File: src/rtl/wksq_pkg.sv
`timescale 1ns / 1ps
`default_nettype none

package wksq_pkg;

  localparam int unsigned CODE_W  = 8;
  localparam int unsigned IDX_W   = 3;
  localparam int unsigned POS_W   = 2;
  localparam int unsigned ACC_W   = 4;
  localparam int unsigned HIST_W  = 8;

  localparam logic [IDX_W-1:0] REG_VOL_UP   = 3'd0;
  localparam logic [IDX_W-1:0] REG_MUTE     = 3'd1;
  localparam logic [IDX_W-1:0] REG_VOL_DOWN = 3'd2;
  localparam logic [IDX_W-1:0] REG_FORWARD  = 3'd3;
  localparam logic [IDX_W-1:0] REG_REVERSE  = 3'd4;

  localparam logic [CODE_W-1:0] RST_VOL_UP   = 8'h21;
  localparam logic [CODE_W-1:0] RST_MUTE     = 8'h71;
  localparam logic [CODE_W-1:0] RST_VOL_DOWN = 8'hA1;
  localparam logic [CODE_W-1:0] RST_FORWARD  = 8'hC9;
  localparam logic [CODE_W-1:0] RST_REVERSE  = 8'h49;
  localparam logic [CODE_W-1:0] CODE_NONE    = 8'h00;

  localparam logic [HIST_W-1:0] KEY_MASK  = 8'b1100_0111;
  localparam logic [HIST_W-1:0] KEY_MATCH = 8'b0000_0111;
  localparam logic [HIST_W-1:0] KEY_FULL  = 8'b1111_1111;

  localparam logic [ACC_W-1:0]  POS_NONE  = 4'hF;
  localparam logic [HIST_W-1:0] PHIST_RST = 8'hFF;

  localparam logic [1:0] PHASE_LAST = 2'd2;

  typedef enum logic {
    ST_IDLE,
    ST_RUN
  } wksq_state_t;

  typedef enum logic [1:0] {
    TURN_NONE,
    TURN_FWD,
    TURN_REV
  } wksq_turn_t;

  function automatic wksq_turn_t turn_decode(input logic [HIST_W-1:0] h);
    wksq_turn_t t;
    case (h)
      8'h02, 8'h10, 8'h21: t = TURN_FWD;
      8'h01, 8'h12, 8'h20: t = TURN_REV;
      default:             t = TURN_NONE;
    endcase
    return t;
  endfunction

endpackage

`default_nettype wire

File: src/rtl/wksq_if.sv
`timescale 1ns / 1ps
`default_nettype none

interface wksq_in_if;
  logic                      valid;
  logic                      ready;
  logic                      vol_up_level;
  logic                      mute_level;
  logic                      vol_down_level;
  logic [wksq_pkg::POS_W-1:0] wheel_position;

  modport source (output valid, vol_up_level, mute_level, vol_down_level, wheel_position,
                  input ready);
  modport sink   (input valid, vol_up_level, mute_level, vol_down_level, wheel_position,
                  output ready);
endinterface

interface wksq_out_if;
  logic                       valid;
  logic                       ready;
  logic [wksq_pkg::CODE_W-1:0] key_code;
  logic [wksq_pkg::CODE_W-1:0] turn_code;

  modport source (output valid, key_code, turn_code, input ready);
  modport sink   (input valid, key_code, turn_code, output ready);
endinterface

interface wksq_cfg_if;
  logic                       valid;
  logic                       ready;
  logic [wksq_pkg::IDX_W-1:0]  index;
  logic [wksq_pkg::CODE_W-1:0] data;

  modport source (output valid, index, data, input ready);
  modport sink   (input valid, index, data, output ready);
endinterface

`default_nettype wire

File: src/rtl/wheel_and_key_scan_qualifier_unit.sv
`timescale 1ns / 1ps
`default_nettype none

// Key and wheel scan qualifier. Each input word is one scan tick: three raw key
// levels and a wheel sample. A key is reported when its 8-bit history matches
// 00xxx111 (vol-down wins over mute, mute over vol-up); the wheel sample passes
// three times through a WINDOW_DEPTH-cell shift chain, and a position is taken
// only when the sample and every cell but the last agree, a change being
// decoded into a forward or reverse step. The unit takes no new word until
// the last of the three passes is done, and that pass stalls while an
// earlier result waits; the result register frees the input side while a
// result waits. Config writes are taken in any cycle with cfg_ch.ready held high.
module wheel_and_key_scan_qualifier_unit #(
  parameter int unsigned WINDOW_DEPTH = 16
) (
  input  logic       clk,
  input  logic       rst_n,
  wksq_in_if.sink    in_ch,
  wksq_out_if.source out_ch,
  wksq_cfg_if.sink   cfg_ch
);
  import wksq_pkg::*;

  wksq_state_t state_r, state_nxt;
  logic [1:0]  phase_r, phase_nxt;

  logic [CODE_W-1:0] vol_up_code_r, mute_code_r, vol_down_code_r;
  logic [CODE_W-1:0] forward_code_r, reverse_code_r;

  logic              up_r, mute_r, down_r;
  logic [POS_W-1:0]  pos_r;
  logic [ACC_W-1:0]  acc_r, acc_nxt;
  logic [HIST_W-1:0] phist_r, phist_nxt;
  logic [CODE_W-1:0] key_w_r, key_w_nxt;
  logic [CODE_W-1:0] turn_w_r, turn_w_nxt;

  logic              out_valid_r;
  logic [CODE_W-1:0] out_key_r, out_turn_r;

  logic in_fire, adv, step_en, key_en, finish, agree;
  logic hit_up, hit_mute, hit_down;

  assign in_fire = in_ch.valid && in_ch.ready;
  assign adv     = (phase_r != PHASE_LAST) || !out_valid_r || out_ch.ready;
  assign step_en = (state_r == ST_RUN) && adv;
  assign key_en  = step_en && (phase_r == 2'd0);
  assign finish  = step_en && (phase_r == PHASE_LAST);

  assign in_ch.ready  = (state_r == ST_IDLE);
  assign cfg_ch.ready = 1'b1;

  always_ff @(posedge clk) begin
    if (!rst_n) begin
      vol_up_code_r   <= RST_VOL_UP;
      mute_code_r     <= RST_MUTE;
      vol_down_code_r <= RST_VOL_DOWN;
      forward_code_r  <= RST_FORWARD;
      reverse_code_r  <= RST_REVERSE;
    end else if (cfg_ch.valid) begin
      unique case (cfg_ch.index)
        REG_VOL_UP:   vol_up_code_r   <= cfg_ch.data;
        REG_MUTE:     mute_code_r     <= cfg_ch.data;
        REG_VOL_DOWN: vol_down_code_r <= cfg_ch.data;
        REG_FORWARD:  forward_code_r  <= cfg_ch.data;
        REG_REVERSE:  reverse_code_r  <= cfg_ch.data;
        default: ;
      endcase
    end
  end

  wksq_key u_key_up (
    .clk(clk), .rst_n(rst_n), .en(key_en), .level(up_r), .hit(hit_up)
  );
  wksq_key u_key_mute (
    .clk(clk), .rst_n(rst_n), .en(key_en), .level(mute_r), .hit(hit_mute)
  );
  wksq_key u_key_down (
    .clk(clk), .rst_n(rst_n), .en(key_en), .level(down_r), .hit(hit_down)
  );

  wksq_window #(.DEPTH(WINDOW_DEPTH)) u_window (
    .clk    (clk),
    .rst_n  (rst_n),
    .en     (step_en),
    .sample (pos_r),
    .agree  (agree)
  );

  always_ff @(posedge clk) begin
    if (!rst_n) begin
      state_r <= ST_IDLE;
      phase_r <= '0;
    end else begin
      state_r <= state_nxt;
      phase_r <= phase_nxt;
    end
  end

  always_comb begin
    state_nxt = state_r;
    phase_nxt = phase_r;
    unique case (state_r)
      ST_IDLE: begin
        phase_nxt = '0;
        if (in_fire) begin
          state_nxt = ST_RUN;
        end
      end
      ST_RUN: begin
        if (adv) begin
          if (phase_r == PHASE_LAST) begin
            state_nxt = ST_IDLE;
            phase_nxt = '0;
          end else begin
            phase_nxt = phase_r + 2'd1;
          end
        end
      end
      default: state_nxt = ST_IDLE;
    endcase
  end

  always_comb begin
    key_w_nxt = key_w_r;
    if (key_en) begin
      if (hit_down) begin
        key_w_nxt = vol_down_code_r;
      end else if (hit_mute) begin
        key_w_nxt = mute_code_r;
      end else if (hit_up) begin
        key_w_nxt = vol_up_code_r;
      end else begin
        key_w_nxt = CODE_NONE;
      end
    end
  end

  always_comb begin
    acc_nxt    = agree ? {{(ACC_W-POS_W){1'b0}}, pos_r} : acc_r;
    phist_nxt  = phist_r;
    turn_w_nxt = turn_w_r;
    if (phist_r[ACC_W-1:0] != acc_nxt) begin
      phist_nxt = {phist_r[ACC_W-1:0], acc_nxt};
      unique case (turn_decode(phist_nxt))
        TURN_FWD: turn_w_nxt = forward_code_r;
        TURN_REV: turn_w_nxt = reverse_code_r;
        default:  turn_w_nxt = CODE_NONE;
      endcase
    end
  end

  always_ff @(posedge clk) begin
    if (!rst_n) begin
      acc_r   <= POS_NONE;
      phist_r <= PHIST_RST;
    end else if (step_en) begin
      acc_r   <= acc_nxt;
      phist_r <= phist_nxt;
    end
  end

  always_ff @(posedge clk) begin
    if (in_fire) begin
      up_r     <= in_ch.vol_up_level;
      mute_r   <= in_ch.mute_level;
      down_r   <= in_ch.vol_down_level;
      pos_r    <= in_ch.wheel_position;
      turn_w_r <= CODE_NONE;
    end else if (step_en) begin
      turn_w_r <= turn_w_nxt;
    end
    key_w_r <= key_w_nxt;
  end

  always_ff @(posedge clk) begin
    if (!rst_n) begin
      out_valid_r <= 1'b0;
    end else if (finish) begin
      out_valid_r <= 1'b1;
    end else if (out_ch.ready) begin
      out_valid_r <= 1'b0;
    end
  end

  always_ff @(posedge clk) begin
    if (finish) begin
      out_key_r  <= key_w_r;
      out_turn_r <= turn_w_nxt;
    end
  end

  assign out_ch.valid     = out_valid_r;
  assign out_ch.key_code  = out_key_r;
  assign out_ch.turn_code = out_turn_r;

`ifndef SYNTH
  a_acc_legal: assert property (@(posedge clk) disable iff (!rst_n)
    (acc_r == POS_NONE) || (acc_r[ACC_W-1:POS_W] == '0))
    else $error("accepted position out of range");

  a_hist_tracks: assert property (@(posedge clk) disable iff (!rst_n)
    (state_r == ST_IDLE) |-> (phist_r[ACC_W-1:0] == acc_r))
    else $error("position history lost track of accepted position");

  a_out_after_run: assert property (@(posedge clk) disable iff (!rst_n)
    $rose(out_valid_r) |-> $past(state_r == ST_RUN && phase_r == PHASE_LAST))
    else $error("result raised outside last pass");
`endif

endmodule

`default_nettype wire

File: src/rtl/wksq_key.sv
`timescale 1ns / 1ps
`default_nettype none

module wksq_key (
  input  logic clk,
  input  logic rst_n,
  input  logic en,
  input  logic level,
  output logic hit
);
  import wksq_pkg::*;

  logic [HIST_W-1:0] hist_r;
  logic [HIST_W-1:0] hist_nxt;
  logic [HIST_W-1:0] shifted;

  always_comb begin
    shifted  = {hist_r[HIST_W-2:0], level};
    hit      = ((shifted & KEY_MASK) == KEY_MATCH);
    hist_nxt = hit ? KEY_FULL : shifted;
  end

  always_ff @(posedge clk) begin
    if (!rst_n) begin
      hist_r <= '0;
    end else if (en) begin
      hist_r <= hist_nxt;
    end
  end

endmodule

`default_nettype wire

File: src/rtl/wksq_cell.sv
`timescale 1ns / 1ps
`default_nettype none

module wksq_cell (
  input  logic                       clk,
  input  logic                       rst_n,
  input  logic                       en,
  input  logic [wksq_pkg::POS_W-1:0] in_val,
  input  logic                       in_match,
  output logic [wksq_pkg::POS_W-1:0] val,
  output logic                       out_match
);
  import wksq_pkg::*;

  logic [POS_W-1:0] val_r;

  // match of this entry with the one shifting into it, ANDed with the match from upstream
  assign out_match = in_match & (val_r == in_val);
  assign val       = val_r;

  always_ff @(posedge clk) begin
    if (!rst_n) begin
      val_r <= '0;
    end else if (en) begin
      val_r <= in_val;
    end
  end

endmodule

`default_nettype wire

File: src/rtl/wksq_window.sv
`timescale 1ns / 1ps
`default_nettype none

module wksq_window #(
  parameter int unsigned DEPTH = 16
) (
  input  logic                       clk,
  input  logic                       rst_n,
  input  logic                       en,
  input  logic [wksq_pkg::POS_W-1:0] sample,
  output logic                       agree
);
  import wksq_pkg::*;

  logic [POS_W-1:0] link_val [DEPTH+1];
  logic             link_match [DEPTH+1];

  assign link_val[0]   = sample;
  assign link_match[0] = 1'b1;

  for (genvar i = 0; i < DEPTH; i++) begin : g_cell
    wksq_cell u_cell (
      .clk       (clk),
      .rst_n     (rst_n),
      .en        (en),
      .in_val    (link_val[i]),
      .in_match  (link_match[i]),
      .val       (link_val[i+1]),
      .out_match (link_match[i+1])
    );
  end

  // last entry drops out on the shift, so its compare is ignored
  assign agree = link_match[DEPTH-1];

endmodule

`default_nettype wire

File: src/flat_wrapper.sv
// flat-port wrapper written by rule: the top's interface ports become plain ports
module wheel_and_key_scan_qualifier_unit_flat import wksq_pkg::*;
#(
  parameter int unsigned WINDOW_DEPTH = 16
)
  (clk, rst_n, in_ch_valid, in_ch_vol_up_level, in_ch_mute_level, in_ch_vol_down_level, in_ch_wheel_position, in_ch_ready, out_ch_valid, out_ch_key_code, out_ch_turn_code, out_ch_ready, cfg_ch_valid, cfg_ch_index, cfg_ch_data, cfg_ch_ready);
  wksq_in_if in_ch_i ();
  wksq_out_if out_ch_i ();
  wksq_cfg_if cfg_ch_i ();
  input  logic clk;
  input  logic rst_n;
  input wire logic [$bits(in_ch_i.valid)-1:0] in_ch_valid;
  input wire logic [$bits(in_ch_i.vol_up_level)-1:0] in_ch_vol_up_level;
  input wire logic [$bits(in_ch_i.mute_level)-1:0] in_ch_mute_level;
  input wire logic [$bits(in_ch_i.vol_down_level)-1:0] in_ch_vol_down_level;
  input wire logic [$bits(in_ch_i.wheel_position)-1:0] in_ch_wheel_position;
  output wire logic [$bits(in_ch_i.ready)-1:0] in_ch_ready;
  output wire logic [$bits(out_ch_i.valid)-1:0] out_ch_valid;
  output wire logic [$bits(out_ch_i.key_code)-1:0] out_ch_key_code;
  output wire logic [$bits(out_ch_i.turn_code)-1:0] out_ch_turn_code;
  input wire logic [$bits(out_ch_i.ready)-1:0] out_ch_ready;
  input wire logic [$bits(cfg_ch_i.valid)-1:0] cfg_ch_valid;
  input wire logic [$bits(cfg_ch_i.index)-1:0] cfg_ch_index;
  input wire logic [$bits(cfg_ch_i.data)-1:0] cfg_ch_data;
  output wire logic [$bits(cfg_ch_i.ready)-1:0] cfg_ch_ready;
  assign in_ch_i.valid = in_ch_valid;
  assign in_ch_i.vol_up_level = in_ch_vol_up_level;
  assign in_ch_i.mute_level = in_ch_mute_level;
  assign in_ch_i.vol_down_level = in_ch_vol_down_level;
  assign in_ch_i.wheel_position = in_ch_wheel_position;
  assign in_ch_ready = in_ch_i.ready;
  assign out_ch_valid = out_ch_i.valid;
  assign out_ch_key_code = out_ch_i.key_code;
  assign out_ch_turn_code = out_ch_i.turn_code;
  assign out_ch_i.ready = out_ch_ready;
  assign cfg_ch_i.valid = cfg_ch_valid;
  assign cfg_ch_i.index = cfg_ch_index;
  assign cfg_ch_i.data = cfg_ch_data;
  assign cfg_ch_ready = cfg_ch_i.ready;
  wheel_and_key_scan_qualifier_unit #(.WINDOW_DEPTH(WINDOW_DEPTH)) u_core (.clk(clk), .rst_n(rst_n), .in_ch(in_ch_i), .out_ch(out_ch_i), .cfg_ch(cfg_ch_i));
endmodule
File: config.mk
export PLATFORM = sky130hd
export DESIGN_NAME = wheel_and_key_scan_qualifier_unit_flat
export DESIGN_NICKNAME = d
export VERILOG_FILES = /design/src/rtl/wksq_pkg.sv /design/src/rtl/wksq_if.sv /design/src/rtl/wheel_and_key_scan_qualifier_unit.sv /design/src/rtl/wksq_key.sv /design/src/rtl/wksq_cell.sv /design/src/rtl/wksq_window.sv /design/src/flat_wrapper.sv
export SDC_FILE = /design/constraint.sdc
export NUM_CORES = 1
export LEC_CHECK = 0
export ABC_AREA = 0
export BUFFER_PORTS_ARGS = -buffer_cell sky130_fd_sc_hd__buf_2
export CORE_MARGIN = 5
export CORE_UTILIZATION = 25
export DETAILED_ROUTE_END_ITERATION = 6
export PLACE_DENSITY_LB_ADDON = 0.25
export SLEW_MARGIN = 20
export SYNTH_ARGS = -nofsm -noshare
export SYNTH_HDL_FRONTEND = slang
export SYNTH_SLANG_ARGS = --single-unit
File: constraint.sdc
create_clock -name clk -period 3.8 [get_ports clk]
set_input_delay 0.19 -clock clk [delete_from_list [all_inputs] [get_ports clk]]
set_output_delay 0.19 -clock clk [all_outputs]
set_load 0.05 [all_outputs]
==> impl_metrics.env, run 1 <==
export IMPL_status="finished clean"
export IMPL_h_tree_depth=4
export IMPL_avgSynthCellArea_sq_um=8.812
export IMPL_dp_hpwl_microns=9613
export IMPL_pwr_density_cell_nw_per_um2=483.1
export IMPL_core_sq_um=23540
export IMPL_grt_pass1_wl_microns=23820
export IMPL_drc=0
export IMPL_crit_chain="or4_1 -> a22oi_2 -> nand2_1 -> nor2_4 -> mux2_2 -> or3_1 -> a31o_1 -> ha_1 -> a22oi_1 -> nor2_1 -> mux2_4"
export IMPL_ys_top_cells_by_area="dfxtp_1 37%, edfxtp_1 14%, nand2_1 11%"
export IMPL_wirelength_microns=14510
export IMPL_cp_top_family="simple AND/OR/NAND/NOR gates"
export IMPL_fin_nets=737
export IMPL_postRouteAntennaNets=0
export IMPL_startpoint="u_core.u_window.g_cell[10].u_cell.val[0]$_SDFFE_PN0P_"
export IMPL_worstSkewPairLatency_ps=430
export IMPL_slew_limit_headroom_pct=43.78
export IMPL_holdPathStages=3
export IMPL_setup_viol=0
export IMPL_grt_usage_pct=11.21
export IMPL_hp_class="in -> reg"
export IMPL_maxSlewViolCount=0
export IMPL_antennaDiodeCount=0
export IMPL_r2r_end="u_core.out_ch.turn_code[2]$_DFFE_PP_"
export IMPL_firstDrtPassIters=5
export IMPL_row_count=56
export IMPL_grt_ovfl_total=0
export IMPL_syn_to_final_growth_pct=19.97
export IMPL_io_pins=40
export IMPL_ys_seq_area_share_pct=51.47
export IMPL_p_switching_w=0.0009146
export IMPL_r2r_start="u_core.u_window.g_cell[10].u_cell.val[0]$_SDFFE_PN0P_"
export IMPL_grt_max_degree=75
export IMPL_hold_path_end="u_core.state_r$_SDFF_PN0_"
export IMPL_hold_viol_final=0
export IMPL_arrival_ps=3810
export IMPL_grt_antenna_before_repair=1
export IMPL_worst_pin_slew_ps=840.7
export IMPL_cts_tree="built"
export IMPL_final_common_cell="nand2_1"
export IMPL_synth_cell_area_sq_um=6010
export IMPL_async_reset_ff_share_pct=0
export IMPL_crit_required_ps=3980
export IMPL_clockPowerShare_pct=47.1
export IMPL_final_util_pct=30.62
export IMPL_p_int_w=0.002568
export IMPL_path_class="reg -> reg"
export IMPL_period_needed_ps=3632
export IMPL_ir_drop_v=0.0003060
export IMPL_layout_cells_most_common_list="179 x nand2_1, 111 x dfxtp_1, 63 x a21boi_0, 50 x nor2_1, 38 x buf_2"
export IMPL_p_seq_share_pct=45.5
export IMPL_clockRootBuffer="clkbuf_16"
export IMPL_syn_instance_count=682
export IMPL_critPathSlowestCell="or4_1"
export IMPL_grt_pass1_vias=4553
export IMPL_ys_warn_count=0
export IMPL_initial_core_util_pct=25.53
export IMPL_finalCritPeriodShare_pct=95.57
export IMPL_gp_congestion=0.7615
export IMPL_fmax_ghz=0.2753
export IMPL_cp_start_kind="register"
export IMPL_worstRegToRegCells=11
export IMPL_cp_end_kind="register"
export IMPL_ys_flop_type="dfxtp_1"
export IMPL_comb_power_share_pct=7.5
export IMPL_yosysTopAreaCell="dfxtp_1"
export IMPL_synth_ff_latch_count=140
export IMPL_fin_skew_ps=9.059
export IMPL_dieArea_sq_um=27240
export IMPL_crit_path_max_incr_delay_ps=550
export IMPL_swShare_pct=26.26
export IMPL_cp_buffers_inverters=0
export IMPL_yosys_area_top_type_share_pct=36.98
export IMPL_cap_violations=0
export IMPL_reg2reg_slack_ps=170
export IMPL_fin_setup_tns_ps=0
export IMPL_cts_buffers=17
export IMPL_clkTransAtPathRegs_ps=60
export IMPL_drt_iter0_drc=313
export IMPL_rsz0062_at_grt="true"
export IMPL_synth_edff_count=29
export IMPL_synth_fp_nets=705
export IMPL_portBuffers=38
export IMPL_leakagePower_nw=2.584
export IMPL_drive_gt1_share_pct=14.99
export IMPL_via_per_inst=4.546
export IMPL_synth_cell_types=57
export IMPL_die_h_microns=165.0
export IMPL_min_from="in_ch_valid"
export IMPL_worstPathMaxFanout=8
export IMPL_routedWlPerCell_microns=13.87
export IMPL_clockBufferDepth=2
export IMPL_vias=4755
export IMPL_cts_sinks=140
export IMPL_die_w_microns=165.0
==> through the flow <==
stage / hold WS (ps) / power, W / std cells / setup WS [ps] / area [sq um]
6_report: 48.64 / 0.003483 / 1046 / 168.2 / 7209
5_1_grt: 49.16 / 0.003634 / 1046 / 2.573 / 7209
4_1_cts: 43.57 / 0.003531 / 1046 / 55.39 / 7176
3_5_place_dp: 382.5 / 0.001875 / 1009 / 93.23 / 6543
3_3_place_gp: 383.9 / 0.001875 / 1009 / 222.9 / 6543
2_1_floorplan: 288.9 / 0.001789 / 682 / 7.837 / 6010
==> worst register-to-register path, cell delays in order (launching register included) <==
cell and delay, ps:
dfxtp_1 350, or4_1 550, a22oi_2 250, nand2_1 200, nor2_4 180, mux2_2 380, or3_1 390, a31o_1 200
ha_1 300, a22oi_1 250, nor2_1 70, mux2_4 260
==> worst max-delay path by stage <==
stage / end / cells after the start
floorplan: u_core.out_ch.turn_code[0]$_DFFE_PP_ / 12
global placement: u_core.out_ch.turn_code[7]$_DFFE_PP_ / 11
detailed placement: u_core.out_ch.turn_code[7]$_DFFE_PP_ / 11
CTS: u_core.out_ch.turn_code[7]$_DFFE_PP_ / 11
global route: u_core.out_ch.turn_code[5]$_DFFE_PP_ / 11
finish: u_core.out_ch.turn_code[2]$_DFFE_PP_ / 11
==> logic make-up after synthesis <==
logic type      count (synthesis)  share of synthesized area [%]
fa+ha+maj                       2                         0.4163
xor+xnor                        1                         0.1458
mux                            13                          2.852
other cells                     1                        0.06240
flops                         140                          51.47
buf+inv                        50                          3.227
compound gates                159                          18.65
simple gates                  316                          23.17
==> sequential cells by signal (all words and copies together), names as in the netlist, 7 cells and up <==
name and count:
u_core.turn_w_r 8, u_core.key_w_r 8, u_core.out_ch.turn_code 8, u_core.u_key_mute.hist_r 7, u_core.mute_code_r 8, u_core.u_key_up.hist_r 7, u_core.out_ch.key_code 8, u_core.u_key_down.hist_r 7
u_core.u_window.g_cell.u_cell.val 30, u_core.vol_down_code_r 8, u_core.reverse_code_r 8, u_core.vol_up_code_r 8, u_core.forward_code_r 8
==> power groups by stage <==
stage                     logic [W]  clock network [W]  registers (W)
after global placement     0.000260                  0        0.00162
after global routing       0.000292            0.00175        0.00159
after CTS                  0.000264            0.00168        0.00158
final                      0.000260            0.00164        0.00158
after floorplan            0.000179                  0        0.00161
after detailed placement   0.000259                  0        0.00162
==> what timing repair did <==
| action | CTS | global route |
|---|---|---|
| hold endpoints to repair | 5 | 0 |
| gates resized for setup | 0 | 7 |
| buffers inserted | 0 | 0 |
| hold buffers | 5 | 0 |
| setup endpoints to repair | 0 | 16 |
==> per-layer routing <==
layer / up-vias / GRT usage, % / wire length (microns)
met2: 83 / 16.95 / 6631
li1: 2458 / - / -
met3: 14 / 3.494 / 765
met4: 2 / 3.856 / 164
met1: 2198 / 15.14 / 6936
met5: - / 0 / 13
==> cells in the mapped netlist, drive strengths merged (2+ instances only) <==
| library cell | instances |
|---|---|
| and3 | 2 |
| a21boi | 63 |
| a211oi | 3 |
| o22ai | 2 |
| clkbuf | 34 |
| mux2i | 4 |
| inv | 8 |
| or3 | 3 |
| mux2 | 9 |
| ha | 2 |
| o211ai | 2 |
| nor4 | 4 |
| o311ai | 8 |
| nor2b | 2 |
| o21ai | 24 |
| edfxtp | 29 |
| a21oi | 22 |
| o221a | 4 |
| or2 | 4 |
| buf | 8 |
| or4 | 8 |
| a31oi | 2 |
| dfxtp | 111 |
| nand2 | 179 |
| nand3 | 20 |
| and2 | 4 |
| nor2 | 51 |
| nor3 | 16 |
| nand4 | 10 |
| nand2b | 8 |
| a22oi | 20 |
==> layout make-up <==
type | count | area, sq um
clock inverter | 15 | 157.7
clock buffer | 17 | 425.4
multi-input combinational | 492 | 2761
sequential | 140 | 3093
tap | 319 | 399.1
inverter | 8 | 30.03
fill | 2518 | 16330
timing repair buffer | 55 | 342.8
No activity file was read; power rests on OpenSTA's default activity.
==> inputs of run 2 (changes only) <==
- RECOVER_POWER: not set -> 100
==> impl_metrics.env, run 2 (synthesized netlist as in run 1, its figures left out) <==
export IMPL_die_w_microns=165.0
export IMPL_worst_pin_slew_ps=2816
export IMPL_slew_limit_headroom_pct=-87.76
export IMPL_grt_pass1_wl_microns=23820
export IMPL_clockBufferDepth=2
export IMPL_drc=0
export IMPL_path_class="reg -> reg"
export IMPL_row_count=56
export IMPL_pwr_density_cell_nw_per_um2=486.5
export IMPL_largest_reg_flops=30
export IMPL_via_per_inst=4.532
export IMPL_drive_gt1_share_pct=11.28
export IMPL_postRouteAntennaNets=0
export IMPL_gp_congestion=0.7615
export IMPL_initial_core_util_pct=25.53
export IMPL_worstPathMaxFanout=8
export IMPL_crit_chain="or4_1 -> a22oi_2 -> nand2_1 -> nor2_4 -> mux2_2 -> or3_1 -> a31o_1 -> ha_1 -> a22oi_1 -> nor2_1 -> mux2_4"
export IMPL_clockRootBuffer="clkbuf_16"
export IMPL_hold_viol_final=0
export IMPL_die_h_microns=165.0
export IMPL_fillers=2531
export IMPL_layout_cells_most_common_list="179 x nand2_1, 111 x dfxtp_1, 63 x a21boi_0, 50 x nor2_1, 29 x edfxtp_1"
export IMPL_grt_ovfl_total=0
export IMPL_vias=4740
export IMPL_fmax_ghz=0.2753
export IMPL_rsz0062_at_grt="true"
export IMPL_ir_drop_v=0.0002845
export IMPL_critPathSlowestCell="or4_1"
export IMPL_cts_buffers=17
export IMPL_wirelength_microns=14540
export IMPL_setup_viol=0
export IMPL_final_common_cell="nand2_1"
export IMPL_cts_sinks=140
export IMPL_worstSkewPairLatency_ps=430
export IMPL_period_needed_ps=3632
export IMPL_syn_to_final_growth_pct=19.18
export IMPL_leakagePower_nw=2.501
export IMPL_dieArea_sq_um=27240
export IMPL_antennaDiodeCount=0
export IMPL_dp_hpwl_microns=9613
export IMPL_violations="capacitance limit, slew limit"
export IMPL_routedWlPerCell_microns=13.90
export IMPL_portBuffers=38
export IMPL_cp_start_kind="register"
export IMPL_cts_tree="built"
export IMPL_fin_skew_ps=8.451
export IMPL_crit_required_ps=3980
export IMPL_maxSlewViolCount=75
export IMPL_grt_antenna_before_repair=1
export IMPL_core_sq_um=23540
export IMPL_grt_usage_pct=11.21
export IMPL_hp_class="in -> reg"
export IMPL_fin_nets=737
export IMPL_finalCritPeriodShare_pct=95.58
export IMPL_cap_violations=1
export IMPL_grt_pass1_vias=4553
export IMPL_status="finished with violations"
export IMPL_clkTransAtPathRegs_ps=60
export IMPL_io_pins=40
export IMPL_h_tree_depth=4
export IMPL_firstDrtPassIters=5
export IMPL_final_util_pct=30.42
export IMPL_arrival_ps=3810
export IMPL_crit_path_max_incr_delay_ps=550
export IMPL_cp_end_kind="register"
export IMPL_fin_setup_tns_ps=0
export IMPL_drt_iter0_drc=318
export IMPL_grt_max_degree=75
==> run 2: stage by stage <==
step	hold WS, ps	instances	setup slack (ps)	area (sq um)	power [W]
floorplan	288.9	682	7.837	6010	0.001789
global placement	383.9	1009	222.9	6543	0.001875
detailed placement	382.5	1009	93.23	6543	0.001875
CTS	43.57	1046	55.39	7176	0.003531
global route	49.16	1046	2.573	7162	0.003633
finish	53.81	1046	167.8	7162	0.003484
==> run 2: final timing paths <==
| path | slack [ps] | startpoint | endpoint | depth (start not counted) |
|---|---|---|---|---|
| max reg2reg | 170 | u_core.u_window.g_cell[10].u_cell.val[0]$_SDFFE_PN0P_ | u_core.out_ch.turn_code[2]$_DFFE_PP_ | 11 |
| min | 50 | in_ch_valid | u_core.state_r$_SDFF_PN0_ | 3 |
| max | 170 | u_core.u_window.g_cell[10].u_cell.val[0]$_SDFFE_PN0P_ | u_core.out_ch.turn_code[2]$_DFFE_PP_ | 11 |
| min reg2reg | 420 | u_core.key_w_r[6]$_DFFE_PP_ | u_core.out_ch.key_code[6]$_DFFE_PP_ | 0 |
==> run 2: repair_timing <==
item	CTS	global route
endpoints found under the setup margin	0	16
gates resized for setup	0	7
hold endpoints to repair	5	0
setup buffers	0	0
hold buffers	5	0
==> run 2: critical path: cells and delay by family, from the launching register on <==
family          cells  cell delay, ps
fa+ha+maj           1             300
mux                 2             640
simple gates        5            1380
compound gates      3             700
flops               1             350
==> run 2: per-layer routing <==
metal / vias up / share of wire [%] / global-route usage (%)
met5: - / 0.089 / 0
met4: 2 / 1.1 / 3.856
met3: 14 / 4.7 / 3.494
met2: 69 / 46 / 16.95
met1: 2199 / 48 / 15.14
li1: 2456 / - / -
==> run 2: final cells by class <==
class / instances / area, sq um / area share (%)
clock buffer: 17 / 425.4 / 5.940
clock inverter: 15 / 157.7 / 2.201
inverter: 8 / 30.03 / 0.4193
multi-input combinational: 492 / 2756 / 38.49
sequential: 140 / 3093 / 43.19
tap: 319 / 399.1 / 5.573
timing repair buffer: 55 / 300.3 / 4.193
==> run 2: where the power goes <==
group	internal (W)	total (W)	switching, W
logic	0.0000879	0.000259	0.000171
registers	0.00156	0.00158	0.0000269
clock network	0.000923	0.00164	0.000718
